[src/rtl/sct_pkg.sv]
// Shared constants, types and the color range remap for the skin color translate scaler.
// No dependencies; the other files that use it refer to it by scoped names.
`timescale 1ns / 1ps

package sct_pkg;

  localparam int TEXEL_DEPTH   = 131072;
  localparam int TEXEL_AW      = $clog2(TEXEL_DEPTH);
  localparam int PALETTE_DEPTH = 256;
  localparam int PALETTE_AW    = $clog2(PALETTE_DEPTH);

  localparam logic [7:0] TOP_RANGE_BASE    = 8'd16;
  localparam logic [7:0] BOTTOM_RANGE_BASE = 8'd96;
  localparam logic [7:0] RANGE_SIZE        = 8'd16;
  localparam logic [7:0] RANGE_LAST        = 8'd15;
  localparam logic [7:0] FULLBRIGHT_FIRST  = 8'd224;
  localparam logic [31:0] RGB_MASK         = 32'h00FF_FFFF;

  localparam int OP_W    = 2;
  localparam int ADDR_W  = 17;
  localparam int WORD_W  = 32;
  localparam int TEXEL_W = 8;
  localparam int X_W     = 9;
  localparam int Y_W     = 8;
  localparam int IDX_W   = 8;
  localparam int COLOR_W = 4;
  localparam int SRC_W   = 11;
  localparam int TGTW_W  = 10;
  localparam int TGTH_W  = 9;

  localparam logic [OP_W-1:0] OP_LOAD_PALETTE = 2'd0;
  localparam logic [OP_W-1:0] OP_LOAD_TEXEL   = 2'd1;
  localparam logic [OP_W-1:0] OP_RENDER       = 2'd2;

  localparam int CFG_IDX_W  = 3;
  localparam int CFG_DATA_W = 11;
  localparam logic [CFG_IDX_W-1:0] REG_TOP_COLOR     = 3'd0;
  localparam logic [CFG_IDX_W-1:0] REG_BOTTOM_COLOR  = 3'd1;
  localparam logic [CFG_IDX_W-1:0] REG_SOURCE_WIDTH  = 3'd2;
  localparam logic [CFG_IDX_W-1:0] REG_SOURCE_HEIGHT = 3'd3;
  localparam logic [CFG_IDX_W-1:0] REG_TARGET_WIDTH  = 3'd4;
  localparam logic [CFG_IDX_W-1:0] REG_TARGET_HEIGHT = 3'd5;
  localparam logic [CFG_IDX_W-1:0] REG_FULLBRIGHT    = 3'd6;

  // Column step is 11.16 fixed point; rows use a reciprocal of the target height.
  localparam int FRAC_W      = 16;
  localparam int STEP_W      = SRC_W + FRAC_W;
  localparam int NUMER_W     = Y_W + SRC_W;
  localparam int RECIP_SHIFT = NUMER_W;
  localparam int RECIP_W     = RECIP_SHIFT + 1;
  localparam int XS_W        = X_W + STEP_W;
  localparam int COL_W       = XS_W - FRAC_W;
  localparam int ROW_W       = RECIP_W;
  localparam int PROD_W      = NUMER_W + RECIP_W;
  localparam int QD_W        = ROW_W + TGTH_W;
  localparam int LIN_W       = 32;

  localparam int DIV_NW = STEP_W;
  localparam int DIV_DW = TGTW_W;
  localparam int DIV_CW = $clog2(DIV_NW);
  localparam logic [DIV_NW-1:0] RECIP_NUM = DIV_NW'(1) << RECIP_SHIFT;

  typedef struct packed {
    logic              start;
    logic [DIV_NW-1:0] num;
    logic [DIV_DW-1:0] den;
  } div_req_t;

  typedef struct packed {
    logic              done;
    logic [DIV_NW-1:0] quo;
  } div_rsp_t;

  function automatic logic [7:0] translate_index(logic [7:0] v, logic [COLOR_W-1:0] top,
                                                 logic [COLOR_W-1:0] bottom);
    logic [7:0] tb;
    logic [7:0] bb;
    logic [7:0] ot;
    logic [7:0] ob;
    logic [7:0] res;
    tb = {top, 4'h0};
    bb = {bottom, 4'h0};
    ot = v - TOP_RANGE_BASE;
    ob = v - BOTTOM_RANGE_BASE;
    if (v >= BOTTOM_RANGE_BASE &&
        {1'b0, v} < {1'b0, BOTTOM_RANGE_BASE} + {1'b0, RANGE_SIZE}) begin
      res = bb[7] ? bb + RANGE_LAST - ob : bb + ob;
    end else if (v >= TOP_RANGE_BASE &&
                 {1'b0, v} < {1'b0, TOP_RANGE_BASE} + {1'b0, RANGE_SIZE}) begin
      res = tb[7] ? tb + RANGE_LAST - ot : tb + ot;
    end else begin
      res = v;
    end
    return res;
  endfunction

endpackage

[src/rtl/sct_div.sv]
// Iterative restoring divider, one quotient bit per cycle, for the setup pass.
// Depends on sct_pkg for widths and the request/response structs.
`timescale 1ns / 1ps

module sct_div (
  input  logic              clk,
  input  logic              rst,
  input  sct_pkg::div_req_t req,
  output sct_pkg::div_rsp_t rsp
);

  logic [sct_pkg::DIV_NW-1:0] quo;
  logic [sct_pkg::DIV_DW-1:0] rem;
  logic [sct_pkg::DIV_DW-1:0] den;
  logic [sct_pkg::DIV_CW-1:0] cnt;
  logic                       run;
  logic                       done;
  logic [sct_pkg::DIV_DW:0]   trial;
  logic [sct_pkg::DIV_DW:0]   diff;
  logic                       ge;

  assign trial = {rem, quo[sct_pkg::DIV_NW-1]};
  assign diff  = trial - {1'b0, den};
  assign ge    = trial >= {1'b0, den};

  always_ff @(posedge clk) begin
    if (rst) begin
      run  <= 1'b0;
      done <= 1'b0;
    end else begin
      done <= run && (cnt == '0);
      if (req.start) begin
        run <= 1'b1;
      end else if (run && cnt == '0) begin
        run <= 1'b0;
      end
    end
  end

  always_ff @(posedge clk) begin
    if (req.start) begin
      quo <= req.num;
      rem <= '0;
      den <= req.den;
      cnt <= sct_pkg::DIV_CW'(sct_pkg::DIV_NW - 1);
    end else if (run) begin
      rem <= ge ? diff[sct_pkg::DIV_DW-1:0] : trial[sct_pkg::DIV_DW-1:0];
      quo <= {quo[sct_pkg::DIV_NW-2:0], ge};
      cnt <= cnt - 1'b1;
    end
  end

  assign rsp.done = done;
  assign rsp.quo  = quo;

endmodule

[config.mk]
export PLATFORM = sky130hd
export DESIGN_NAME = sct_div
export DESIGN_NICKNAME = d
export VERILOG_FILES = /design/src/rtl/sct_pkg.sv /design/src/rtl/sct_div.sv
export SDC_FILE = /design/constraint.sdc
export NUM_CORES = 1
export LEC_CHECK = 0
export BUFFER_PORTS_ARGS = -buffer_cell sky130_fd_sc_hd__buf_2
export CORE_MARGIN = 3
export CORE_UTILIZATION = 30
export DETAILED_ROUTE_END_ITERATION = 12
export MAX_ROUTING_LAYER = met4
export PLACE_DENSITY = 0.57
export SYNTH_ARGS = -nofsm -noshare
export SYNTH_HDL_FRONTEND = slang
export SYNTH_SLANG_ARGS = --single-unit
[constraint.sdc]
create_clock -name clk -period 2.6 [get_ports clk]
set_input_delay 0.26 -clock clk [delete_from_list [all_inputs] [get_ports clk]]
set_output_delay 0.26 -clock clk [all_outputs]
set_load 0.03 [all_outputs]
Yosys cells after proc, flatten, opt, wreduce, memory -nomap -nowiden. Cells that the tools add are included.

Flip-flop bits (word level): 54. Latch bits: 0. RAM bits: 0. Bits in read-only memories: 0. Word-level logic and storage cells: 18. Memories: 0.

$add $sub $neg: 2. Multipliers: 0. Divide/modulo/power cells: 0. Order comparisons: 1. Eq/ne operators: 0. Shifts and indexed selects: 0. Mux-type cells: 5. Bitwise operators: 0. Reduce and logical (&&, ||, !) cells: 4.

Operators with widths (number): $mux 27 (2); $ge 11x10->1 (1); $mux 10 (1); $sub 10x10->10 (1); $logic_not 5->1 (1); $sub 5x1->5 const B (1); $reduce_bool 2->1 (2); $mux 1 (2); $logic_and 1x1->1 (1).

Depth between registers and ports, before layout. Gate-level depths: netlist of run 1.

Depth in word-level cells: 4. Mapped depth: 10. Gate-level depth less buffers: 10.

Worst setup path after synthesis of run 1. No wires, ideal clock.

Path kind: register -> register. Start: register quo[26] (netlist bit). End: register quo[0] (netlist bit), data pin. Setup time: 260 ps. Arrival: 1967 ps. Required time: 2340 ps. Setup slack: 373 ps. Cell stages (with the launch flop): 9. Path through: edfxtp_1 inv_1 ha_1 or2b_1 a21oi_2 o41ai_4 a41oi_2 buf_6 mux2_2.

Word-level cells in the longest chain between the ends: 3.

Ends and longest elaborated chain: start: declaration (line sct_div.sv:12) `logic [sct_pkg::DIV_NW-1:0] quo;`; start signal: assignment (line sct_div.sv:42) `quo <= req.num;`; start signal: assignment (line sct_div.sv:48) `quo <= {quo[sct_pkg::DIV_NW-2:0], ge};`; $ge 11x10->1 (line sct_div.sv:24) `assign ge = trial >= {1'b0, den};`; $mux 27 (line sct_div.sv:46) `end else if (run) begin`; $mux 27 (line sct_div.sv:41) `if (req.start) begin`.

No other way between the ends. The select of a mux whose other input is x is not followed. A chain may end at the register's enable or synchronous reset.

Worst setup path after layout of run 1.
Start: register den[1] (netlist bit). End: register rem[1] (netlist bit).

Word-level cells in the longest chain between the ends: 2. Elaborated cells on any way between the ends: 3.

Ends and longest elaborated chain: start: declaration (line sct_div.sv:14) `logic [sct_pkg::DIV_DW-1:0] den;`; start signal: assignment (line sct_div.sv:44) `den <= req.den;`; $sub 10x10->10 / $ge 11x10->1 (equally long branches) (line sct_div.sv:23, sct_div.sv:24); $mux 10 (*) (line sct_div.sv:47) `rem <= ge ? diff[sct_pkg::DIV_DW-1:0] : trial[sct_pkg::DIV_DW-1:0];`; end signal: assignment (line sct_div.sv:47); end: declaration (line sct_div.sv:13) `logic [sct_pkg::DIV_DW-1:0] rem;`.

Mark *: on every way between the ends. The rest lies on a longest branch, timed or not.

==> results.sh, run 1 <==
export IMPL_outcome="complete, no violations"
export IMPL_max_slew_worst_pin_slew_ns=0.443
export IMPL_synth_edf_count=37
export IMPL_crit_family="compound AO/OA/AOI/OAI gates"
export IMPL_syn_area_per_cell_um2=12.3
export IMPL_grt_ovfl_total=0
export IMPL_fin_skew_ns=0.0122
export IMPL_synthMuxAreaShare_pct=14.1
export IMPL_r2r_start="den[1]$_DFFE_PP_"
export IMPL_start_util_pct=31.8
export IMPL_syn_nets=271
export IMPL_cp_start_kind="register"
export IMPL_cpMaxStageDelayCell="o41ai_4"
export IMPL_cts_root_buf="clkbuf_8"
export IMPL_ys_flop_type="edfxtp_1"
export IMPL_endpoint_kind="register"
export IMPL_max_cap_violations=0
export IMPL_finalSetupTns_ns=0
export IMPL_ys_warn_count=0
export IMPL_grt_pass1_wl_mm=9.29
export IMPL_drive_gt1_share_pct=41.2
export IMPL_vias_per_cell=4.78
export IMPL_drt_wl_total_mm=5.51
export IMPL_port_buffers=67
export IMPL_drtPass1Iterations=4
export IMPL_seq_area_frac_synth_pct=53.9
export IMPL_yosys_area_top_type="edfxtp_1"
export IMPL_synthTopCellsByCount="edfxtp_1 (37), mux2_2 (27), inv_1 (19), dfxtp_1 (17), nor2_1 (17)"
export IMPL_crit_path_start="den[1]$_DFFE_PP_"
export IMPL_ant_nets=0
export IMPL_cts_setup_buffers=0
export IMPL_leakage_nw=1.36
export IMPL_filler_cell_count=810
export IMPL_synthTopCellsByArea="edfxtp_1 (41%), dfxtp_1 (13%), mux2_2 (11%)"
export IMPL_comb_power_share_pct=23.5
export IMPL_synth_top_family_by_area="multiplexers"
export IMPL_cp_data_arrival_time_ns=2.61
export IMPL_worst_hold_slack_ns=0.0975
export IMPL_drcViolationCount=0
export IMPL_peakVddDrop_uv=349
export IMPL_p_sw_uw=624
export IMPL_fin_nets=342
export IMPL_grt_use_total_pct=11.8
export IMPL_max_freq_mhz=419
export IMPL_critical_path_cell_chain="inv_1 -> ha_1 -> or2b_1 -> a21oi_2 -> o41ai_4 -> a41oi_2 -> buf_4 -> mux2i_1 -> a211oi_1"
export IMPL_synth_top_area_share_pct=41.3
export IMPL_p_int_mw=1.49
export IMPL_post_dp_hpwl_mm=4.11
export IMPL_diodes=0
export IMPL_cellPowerDensity_nw_per_um2=646
export IMPL_numClockSinks=54
export IMPL_yosysUniqueCellTypes=43
export IMPL_die_h_um=101
export IMPL_worstHoldStart="rst"
export IMPL_grt_pass1_vias=1988
export IMPL_synth_cells=219
export IMPL_antenna_found_initial=0
export IMPL_relSlewSlack_pct=70.4
export IMPL_seqPwrFrac_pct=49.8
export IMPL_switching_share_pct=29.5
export IMPL_yosys_area_share_simple_pct=8.74
export IMPL_path_buf_inv=2
export IMPL_cts_tree="done"
export IMPL_slew_viol_final=0
export IMPL_clock_power_share_pct=26.7
export IMPL_grt_max_degree=28
export IMPL_place_congestion=0.852
export IMPL_hold_class="in -> reg"
export IMPL_synth_xor_area_share_pct=2.60
export IMPL_io_pins=68
export IMPL_synth_most_common_cell="edfxtp_1"
export IMPL_netlist_area_um2=2690
export IMPL_syn2layout_area_growth_pct=21.7
export IMPL_synthArstFlopShare_pct=0
export IMPL_die_w_um=101
export IMPL_cp_max_fo=7
export IMPL_slowest_delay_ns=0.40
export IMPL_critPathKind="reg -> reg"
export IMPL_dieArea_um2=10100
export IMPL_clk_pin_slew_ns=0.11
export IMPL_rsz0062_at_grt="false"
export IMPL_vias=1893
export IMPL_htreeDepth=2
export IMPL_worstSkewPairLatency_ns=0.31
export IMPL_core_area_um2=8460
export IMPL_synth_compound_area_share_pct=10.5
export IMPL_rows=33
export IMPL_critPathRequiredTime_ns=2.83
export IMPL_cts_hold_buf=0
export IMPL_final_util_pct=38.7
export IMPL_cts_resized=0
export IMPL_synth_adder_area_share_pct=5.86
export IMPL_finalHoldViolations=0
export IMPL_dr_first_iter_drc_count=85
export IMPL_finalSetupViolations=0
export IMPL_ys_seq_elements=54
export IMPL_fin_crit_ns=2.39
export IMPL_clk_path_buf_depth=2
export IMPL_wl_per_cell_um=13.9
export IMPL_cts_buffers=5
export IMPL_fin_crit_sh_pct=91.8
==> flip-flops by register name (all words and copies together) (netlist names) <==
name,count
den,10
rem,10
quo,27
run,1
done,1
cnt,5
==> routing by layer <==
metal / global-route usage (%) / vias up / part of all wire [%]
met5: - / - / 0
met3: 2.63 / 7 / 5.0
li1: - / 942 / -
met4: 3.83 / 0 / 1.5
met2: 18.2 / 49 / 46
met1: 15.4 / 895 / 47
==> area by class of cell <==
cell class	instances	area, um2	share of cell area, %
multi-input combinational	137	1120	34.3
tap	105	131	4.01
inverter	19	71.3	2.18
sequential	54	1450	44.3
clock buffer	7	108	3.28
clock inverter	1	8.76	0.267
timing repair buffer	73	380	11.6
==> power by group through the flow <==
| stage | clock network, mW | logic, mW | registers [mW] |
|---|---|---|---|
| 2_1_floorplan | 0 | 0.272 | 1.16 |
| 3_3_place_gp | 0 | 0.495 | 1.07 |
| 3_5_place_dp | 0 | 0.501 | 1.07 |
| 4_1_cts | 0.589 | 0.501 | 1.05 |
| 5_1_grt | 0.618 | 0.545 | 1.06 |
| 6_report | 0.565 | 0.498 | 1.05 |
==> worst reg2reg max path, stage by stage (launching register included) <==
cell,delay (ns)
edfxtp_1,0.36
inv_1,0.10
ha_1,0.24
or2b_1,0.18
a21oi_2,0.09
o41ai_4,0.40
a41oi_2,0.33
buf_4,0.26
mux2i_1,0.12
a211oi_1,0.23
==> logic make-up (layout without fill, tap and decap cells) <==
logic type / after synthesis / after routing
AO/OA/AOI/OAI: 35 / 35
adder cells (fa/ha/maj): 12 / 12
AND/OR/NAND/NOR: 48 / 48
flip-flops: 54 / 54
XOR/XNOR: 8 / 8
buffers and inverters: 28 / 100
multiplexers: 34 / 34
==> final timing paths <==
path,cells after the start,end,slack [ns]
max reg2reg,9,rem[1]$_SDFFE_PP0P_,0.21
min reg2reg,1,done$_SDFF_PP0_,0.48
max,9,rem[1]$_SDFFE_PP0P_,0.21
min,2,run$_SDFFE_PP0P_,0.1
==> layout by cell type, fill, tap and decap left out, types with 2 or more instances in the layout <==
master	instances
a211oi_1	5
a211oi_2	2
a21oi_1	7
a21oi_2	2
buf_2	67
buf_4	6
clkbuf_8	6
dfxtp_1	17
edfxtp_1	37
ha_1	11
inv_1	19
mux2_2	27
mux2i_1	6
nand2_1	9
nand2b_1	5
nand4_1	2
nor2_1	17
nor3_1	4
nor4_1	3
o21ai_0	8
or2b_1	2
xnor2_1	4
xor2_1	4
==> per-stage QoR <==
step | power [mW] | std cells | worst slack (ns) | cell area, um2
after floorplan | 1.43 | 219 | 0.373 | 2690
after global placement | 1.57 | 388 | 0.337 | 3160
after detailed placement | 1.57 | 388 | 0.224 | 3160
after CTS | 2.14 | 396 | 0.205 | 3280
after global routing | 2.23 | 396 | 0.0215 | 3280
final | 2.12 | 396 | 0.214 | 3280
(Power assumes the default switching activity.)
==> inputs of run 2 (changes only) <==
--- a/config.mk
+++ b/config.mk
@@ -6,7 +6,6 @@
 export NUM_CORES = 1
 export LEC_CHECK = 0
 export BUFFER_PORTS_ARGS = -buffer_cell sky130_fd_sc_hd__buf_2
-export CORE_MARGIN = 3
 export CORE_UTILIZATION = 30
 export DETAILED_ROUTE_END_ITERATION = 12
 export MAX_ROUTING_LAYER = met4
==> constraint.sdc (replaced) <==
create_clock -name clk -period 2.6 [get_ports clk]
set_input_delay 0.26 -clock clk [delete_from_list [all_inputs] [get_ports clk]]
set_output_delay 0.26 -clock clk [all_outputs]
set_load 0.1 [all_outputs]
==> run 2 against run 1 <==
  * Clock power down 12%
  * Cell count grew 0.51%
  * Combinational power rose by 46%
  * Wire length shrank 3.4%
  * Sequential share of layout area is 0.32 points higher
  * Hold slack improved by 0.013 ns
  * Core utilization shrank 1.4 points
  * Count of clock-buffer cells in the layout decreased by 2
  * Global-route usage grew 0.35 points
  * Sequential power is essentially flat
  * Register-to-register slack improved by 0.05 ns
==> results.sh, run 2 (synthesis results as in run 1) <==
export IMPL_finalSetupTns_ns=0
export IMPL_worstRegToRegCells=9
export IMPL_vias_per_cell=4.77
export IMPL_grt_pass1_wl_mm=8.86
export IMPL_cpMaxStageDelayCell="edfxtp_1"
export IMPL_cts_resized=0
export IMPL_clk_pin_slew_ns=0.10
export IMPL_slew_viol_final=0
export IMPL_cts_hold_buf=0
export IMPL_worst_hold_slack_ns=0.111
export IMPL_dieArea_um2=9360
export IMPL_dp_cells=390
export IMPL_ff2ff_setup_slack_ns=0.26
export IMPL_layout_commonest_cell="buf_2"
export IMPL_p_sw_uw=874
export IMPL_cp_max_fo=10
export IMPL_peakVddDrop_uv=384
export IMPL_critPathKind="reg -> reg"
export IMPL_critical_path_cell_chain="inv_1 -> ha_1 -> inv_1 -> o21ai_2 -> o41ai_4 -> a41oi_2 -> buf_4 -> or2_1 -> a311oi_1"
export IMPL_cellPowerDensity_nw_per_um2=701
export IMPL_fin_skew_ns=0.00497
export IMPL_post_dp_hpwl_mm=3.89
export IMPL_worstReg2RegEnd="rem[7]$_SDFFE_PP0P_"
export IMPL_instances_no_fill=398
export IMPL_critPathRequiredTime_ns=2.83
export IMPL_drtPass1Iterations=4
export IMPL_antenna_found_initial=0
export IMPL_cts_setup_buffers=0
export IMPL_crit_top_cell="inv_1"
export IMPL_grt_ovfl_total=0
export IMPL_holdPathEnd="run$_SDFFE_PP0P_"
export IMPL_finalSetupViolations=0
export IMPL_comb_power_share_pct=32.0
export IMPL_crit_path_start="den[6]$_DFFE_PP_"
export IMPL_io_pins=68
export IMPL_clock_power_share_pct=21.8
export IMPL_max_cap_violations=0
export IMPL_ant_nets=0
export IMPL_htreeDepth=2
export IMPL_top_register="quo"
export IMPL_cts_buffers=5
export IMPL_syn2layout_area_growth_pct=20.8
export IMPL_place_congestion=0.811
export IMPL_cp_data_arrival_time_ns=2.56
export IMPL_die_w_um=96.7
export IMPL_largestRegisters="quo (27), den (10), rem (10)"
export IMPL_numClockSinks=54
export IMPL_grt_max_degree=28
export IMPL_worstHoldPathCells=2
export IMPL_final_cell_mix="buf_2 (67), edfxtp_1 (37), mux2_2 (27)"
export IMPL_endpoint_kind="register"
export IMPL_clk_path_buf_depth=2
export IMPL_port_buffers=67
export IMPL_drive_gt1_share_pct=41.4
export IMPL_worstSkewPairLatency_ns=0.31
export IMPL_slowest_delay_ns=0.36
export IMPL_hold_class="in -> reg"
export IMPL_fin_crit_ns=2.34
export IMPL_start_util_pct=30.9
export IMPL_drt_wl_total_mm=5.32
export IMPL_rsz0062_at_grt="false"
export IMPL_die_h_um=96.7
export IMPL_cp_start_kind="register"
export IMPL_finalHoldViolations=0
export IMPL_switching_share_pct=38.3
export IMPL_vias=1900
export IMPL_dr_first_iter_drc_count=94
export IMPL_max_freq_mhz=428
export IMPL_diodes=0
export IMPL_fin_crit_sh_pct=89.9
export IMPL_drcViolationCount=0
export IMPL_fin_nets=341
export IMPL_r2r_start="den[6]$_DFFE_PP_"
export IMPL_rows=34
export IMPL_largest_register_ffs=27
export IMPL_cts_tree="done"
export IMPL_cts_root_buf="clkbuf_8"
export IMPL_outcome="complete, no violations"
export IMPL_max_slew_worst_pin_slew_ns=0.530
export IMPL_grt_pass1_vias=1905
export IMPL_wl_per_cell_um=13.4
export IMPL_worstHoldStart="rst"
export IMPL_seqPwrFrac_pct=46.2
export IMPL_grt_use_total_pct=12.1
export IMPL_core_area_um2=8720
export IMPL_relSlewSlack_pct=64.7
export IMPL_leakage_nw=1.34
export IMPL_p_int_mw=1.41
-- run 2: cell count changes in the layout (fill, tap and decap cells not counted) --
cell | previous run | this run
buf_4 | 6 | 5
clkbuf_16 | 1 | 0
clkbuf_8 | 6 | 5
clkinv_4 | 0 | 1
clkinvlp_4 | 0 | 1
ha_1 | 11 | 10
ha_2 | 0 | 1
-- run 2: stage by stage --
step | utilization [%] | total power, mW | instance area [um2] | setup slack, ns
final | 37.3 | 2.28 | 3250 | 0.262
after global routing | 37.3 | 2.38 | 3250 | 0.138
after CTS | 37.3 | 2.31 | 3250 | 0.264
after detailed placement | 36.2 | 1.80 | 3160 | 0.272
after global placement | 36.2 | 1.80 | 3160 | 0.334
after floorplan | - | 1.67 | 2700 | 0.00315
-- run 2: metal layers --
metal / global-route usage, % / share of wire (%)
met2: 18.7 / 46
met5: - / 0
met4: 4.02 / 1.3
met1: 15.6 / 48
met3: 3.11 / 4.8
-- run 2: how the worst max path moves through the flow --
stage                           to  slack, ns  cells past startpoint
3_5_place_dp   rem[7]$_SDFFE_PP0P_       0.27                      8
4_1_cts        rem[7]$_SDFFE_PP0P_       0.26                      8
5_1_grt        rem[7]$_SDFFE_PP0P_       0.14                      9
2_1_floorplan  rem[0]$_SDFFE_PP0P_      0.003                      8
3_3_place_gp   rem[7]$_SDFFE_PP0P_       0.33                      8
6_report       rem[7]$_SDFFE_PP0P_       0.26                      9
-- run 2: power by group through the flow --
stage               clock, mW  combinational, mW  sequential (mW)
floorplan                   0              0.274             1.39
global placement            0              0.728             1.07
detailed placement          0              0.732             1.07
CTS                     0.522              0.734             1.05
global route            0.545              0.773             1.07
finish                  0.498              0.729             1.05
-- run 2: final cells by class --
cell class | count | area, um2
Timing Repair Buffer | 72 | 373
Sequential cell | 54 | 1450
Tap cell | 108 | 135
Clock buffer | 5 | 68.8
Fill cell | 858 | 5470
Multi-Input combinational cell | 137 | 1130
Clock inverter | 3 | 25.0
Inverter | 19 | 71.3
-- run 2: worst max-delay path: cells and delay by family, from the launching register on --
kind / cells / cell delay (ns)
DFF: 1 / 0.36
buffers and inverters: 3 / 0.43
adders and majority gates: 1 / 0.34
AOI/OAI and AO/OA: 4 / 0.90
and+or+nand+nor: 1 / 0.21
==> inputs of run 3 (changes only) <==
--- a/config.mk
+++ b/config.mk
@@ -5,6 +5,7 @@
 export SDC_FILE = /design/constraint.sdc
 export NUM_CORES = 1
 export LEC_CHECK = 0
+export ABC_AREA = 1
 export BUFFER_PORTS_ARGS = -buffer_cell sky130_fd_sc_hd__buf_2
 export CORE_UTILIZATION = 30
 export DETAILED_ROUTE_END_ITERATION = 12
==> run 3 against run 2 <==
  * Register-to-register slack better by 0.31 ns
  * Non-clock buffer count fell by 2
  * Clock skew rose by 0.0012 ns
  * Sequential share of layout area fell by 2.4 points
  * Critical endpoint is now rem[2]$_SDFFE_PP0P_
  * Largest power group unchanged
  * Highest routed layer unchanged
==> results.sh, run 3 <==
export IMPL_grt_pass1_vias=2237
export IMPL_clock_power_share_pct=26.6
export IMPL_crit_path_start="den[8]$_DFFE_PP_"
export IMPL_vias_per_cell=4.28
export IMPL_synth_top_area_share_pct=38.7
export IMPL_worstRegToRegCells=9
export IMPL_slew_viol_final=0
export IMPL_cts_setup_buffers=0
export IMPL_synth_edf_count=37
export IMPL_dieArea_um2=9960
export IMPL_syn_area_per_cell_um2=8.15
export IMPL_cts_hold_buf=0
export IMPL_worstHoldStart="rst"
export IMPL_largestRegisters="quo (27), den (10), rem (10)"
export IMPL_antenna_found_initial=0
export IMPL_switching_share_pct=36.7
export IMPL_grt_use_total_pct=13.8
export IMPL_hold_class="in -> reg"
export IMPL_cp_data_arrival_time_ns=2.18
export IMPL_drcViolationCount=0
export IMPL_endpoint_kind="register"
export IMPL_p_int_mw=1.42
export IMPL_htreeDepth=2
export IMPL_start_util_pct=31.1
export IMPL_relSlewSlack_pct=22.3
export IMPL_drtPass1Iterations=4
export IMPL_port_buffers=67
export IMPL_placed_cell_area_um2=3320
export IMPL_ys_seq_elements=54
export IMPL_comb_power_share_pct=27.4
export IMPL_dr_first_iter_drc_count=161
export IMPL_critical_path_cell_chain="inv_1 -> ha_1 -> nand2_1 -> nor3_1 -> nand2_4 -> nand2_2 -> nand2_1 -> nand3_1 -> o21ai_0"
export IMPL_worstReg2RegEnd="rem[2]$_SDFFE_PP0P_"
export IMPL_post_dp_hpwl_mm=4.70
export IMPL_finalHoldViolations=0
export IMPL_grt_ovfl_total=0
export IMPL_worstHoldPathCells=2
export IMPL_core_area_um2=9240
export IMPL_cts_tree="done"
export IMPL_cts_buffers=5
export IMPL_ff2ff_setup_slack_ns=0.58
export IMPL_io_pins=68
export IMPL_max_slew_worst_pin_slew_ns=1.16
export IMPL_rows=35
export IMPL_final_cell_mix="nand2_1 (149), buf_2 (67), inv_1 (48)"
export IMPL_cp_max_fo=13
export IMPL_synth_cells=352
export IMPL_drt_wl_total_mm=6.39
export IMPL_grt_pass1_wl_mm=10.5
export IMPL_synthTopCellsByArea="edfxtp_1 (39%), nand2_1 (19%), dfxtp_1 (12%)"
export IMPL_netlist_area_um2=2870
export IMPL_cpMaxStageDelayCell="ha_1"
export IMPL_cellPowerDensity_nw_per_um2=651
export IMPL_outcome="complete, no violations"
export IMPL_cp_start_kind="register"
export IMPL_numClockSinks=54
export IMPL_vias=2347
export IMPL_crit_family="simple AND/OR/NAND/NOR gates"
export IMPL_die_w_um=99.8
export IMPL_syn_nets=404
export IMPL_largest_register_ffs=27
export IMPL_fin_crit_sh_pct=77.9
export IMPL_diodes=0
export IMPL_fin_nets=470
export IMPL_synth_most_common_cell="nand2_1"
export IMPL_critPathRequiredTime_ns=2.76
export IMPL_crit_top_cell="nand2_1"
export IMPL_fin_crit_ns=2.02
export IMPL_finalSetupViolations=0
export IMPL_yosysUniqueCellTypes=31
export IMPL_worstSkewPairLatency_ns=0.31
export IMPL_critPathKind="reg -> reg"
export IMPL_top_register="quo"
export IMPL_synthArstFlopShare_pct=0
export IMPL_r2r_start="den[8]$_DFFE_PP_"
export IMPL_ys_warn_count=0
export IMPL_finalSetupTns_ns=0
export IMPL_slowest_delay_ns=0.36
export IMPL_seq_area_frac_synth_pct=50.6
export IMPL_peakVddDrop_uv=340
export IMPL_clk_path_buf_depth=2
export IMPL_cts_resized=0
export IMPL_leakage_nw=1.78
export IMPL_place_congestion=0.922
export IMPL_path_buf_inv=1
export IMPL_grt_max_degree=34
export IMPL_wl_per_cell_um=11.7
export IMPL_holdPathEnd="done$_SDFF_PP0_"
export IMPL_ys_flop_type="edfxtp_1"
export IMPL_seqPwrFrac_pct=46.1
export IMPL_max_cap_violations=0
export IMPL_synthTopCellsByCount="nand2_1 (149), inv_1 (48), edfxtp_1 (37), nand3_1 (18), dfxtp_1 (17)"
export IMPL_syn2layout_area_growth_pct=19.7
export IMPL_clk_pin_slew_ns=0.10
export IMPL_stdcell_area_um2=3440
export IMPL_p_sw_uw=821
export IMPL_rsz0062_at_grt="false"
export IMPL_drive_gt1_share_pct=22.4
export IMPL_ant_nets=0
export IMPL_die_h_um=99.8
export IMPL_max_freq_mhz=494
export IMPL_fin_skew_ns=0.00615
export IMPL_yosys_area_top_type="edfxtp_1"
export IMPL_cts_root_buf="clkbuf_8"
export IMPL_filler_cell_count=982
export IMPL_layout_commonest_cell="nand2_1"
==> run 3: changes by cell type in the layout (fill, tap and decap cells not counted), sizes merged, moves of 6 or more <==
| cell | before | now |
|---|---|---|
| inv | 20 | 49 |
| nand2 | 9 | 154 |
| mux2i | 6 | 0 |
| mux2 | 28 | 0 |
| a211oi | 7 | 0 |
| nand3 | 1 | 23 |
==> run 3: how the worst max path moves through the flow <==
stage                     slack (ns)  cells after the start                   to
after floorplan                 0.32                     11  rem[2]$_SDFFE_PP0P_
after global placement          0.63                     10  rem[4]$_SDFFE_PP0P_
after detailed placement        0.59                      9  rem[2]$_SDFFE_PP0P_
after CTS                       0.55                      9  rem[2]$_SDFFE_PP0P_
after global routing            0.37                      9  rem[2]$_SDFFE_PP0P_
final                           0.58                      9  rem[2]$_SDFFE_PP0P_
==> run 3: per-layer routing <==
metal,vias to the layer above,track usage [%],wire [um]
met5,-,-,0
met4,0,3.73,70
met3,6,2.09,222
met2,45,22.4,3100
met1,1058,18.1,3000
li1,1238,-,-
==> run 3: cell type report <==
type | instances | area, um2 | area share [%]
Multi-Input combinational cell | 239 | 1170 | 34.0
Clock buffer | 5 | 68.8 | 2.00
Sequential cell | 54 | 1450 | 42.2
Clock inverter | 3 | 48.8 | 1.42
Timing Repair Buffer | 70 | 358 | 10.4
Inverter | 48 | 180 | 5.24
Tap cell | 129 | 161 | 4.70
==> run 3: power by group through the flow <==
stage	Combinational (mW)	Clock, mW	Sequential, mW
after detailed placement	0.614	0	1.05
after floorplan	0.181	0	1.36
after global routing	0.659	0.641	1.04
after global placement	0.612	0	1.05
final	0.612	0.594	1.03
after CTS	0.615	0.617	1.03
==> run 3: stage by stage <==
stage	worst slack (ns)	utilization, %	power, mW	cells	hold slack, ns
after floorplan	0.321	-	1.54	352	0.332
after global placement	0.630	35.9	1.66	540	0.434
after detailed placement	0.591	35.9	1.66	540	0.437
after CTS	0.553	37.2	2.26	548	0.0917
after global routing	0.369	37.2	2.34	548	0.0941
final	0.576	37.2	2.24	548	0.106
==> run 3: logic make-up (layout without fill, tap and decap cells) <==
kind of cell	Yosys count	in the layout	share of synthesized area [%]
AOI/OAI and AO/OA	17	17	3.23
xor gates and xnor gates	3	3	0.916
adders and majority gates	12	12	5.49
buffers and inverters	59	126	8.76
DFF	54	54	50.6
and+or+nand+nor	207	207	31.0
==> run 3: worst reg2reg max path, stage by stage, from the launching register on <==
cell and delay (ns):
edfxtp_1 0.34, inv_1 0.04, ha_1 0.36, nand2_1 0.13, nor3_1 0.35, nand2_4 0.20
nand2_2 0.21, nand2_1 0.09, nand3_1 0.07, o21ai_0 0.08
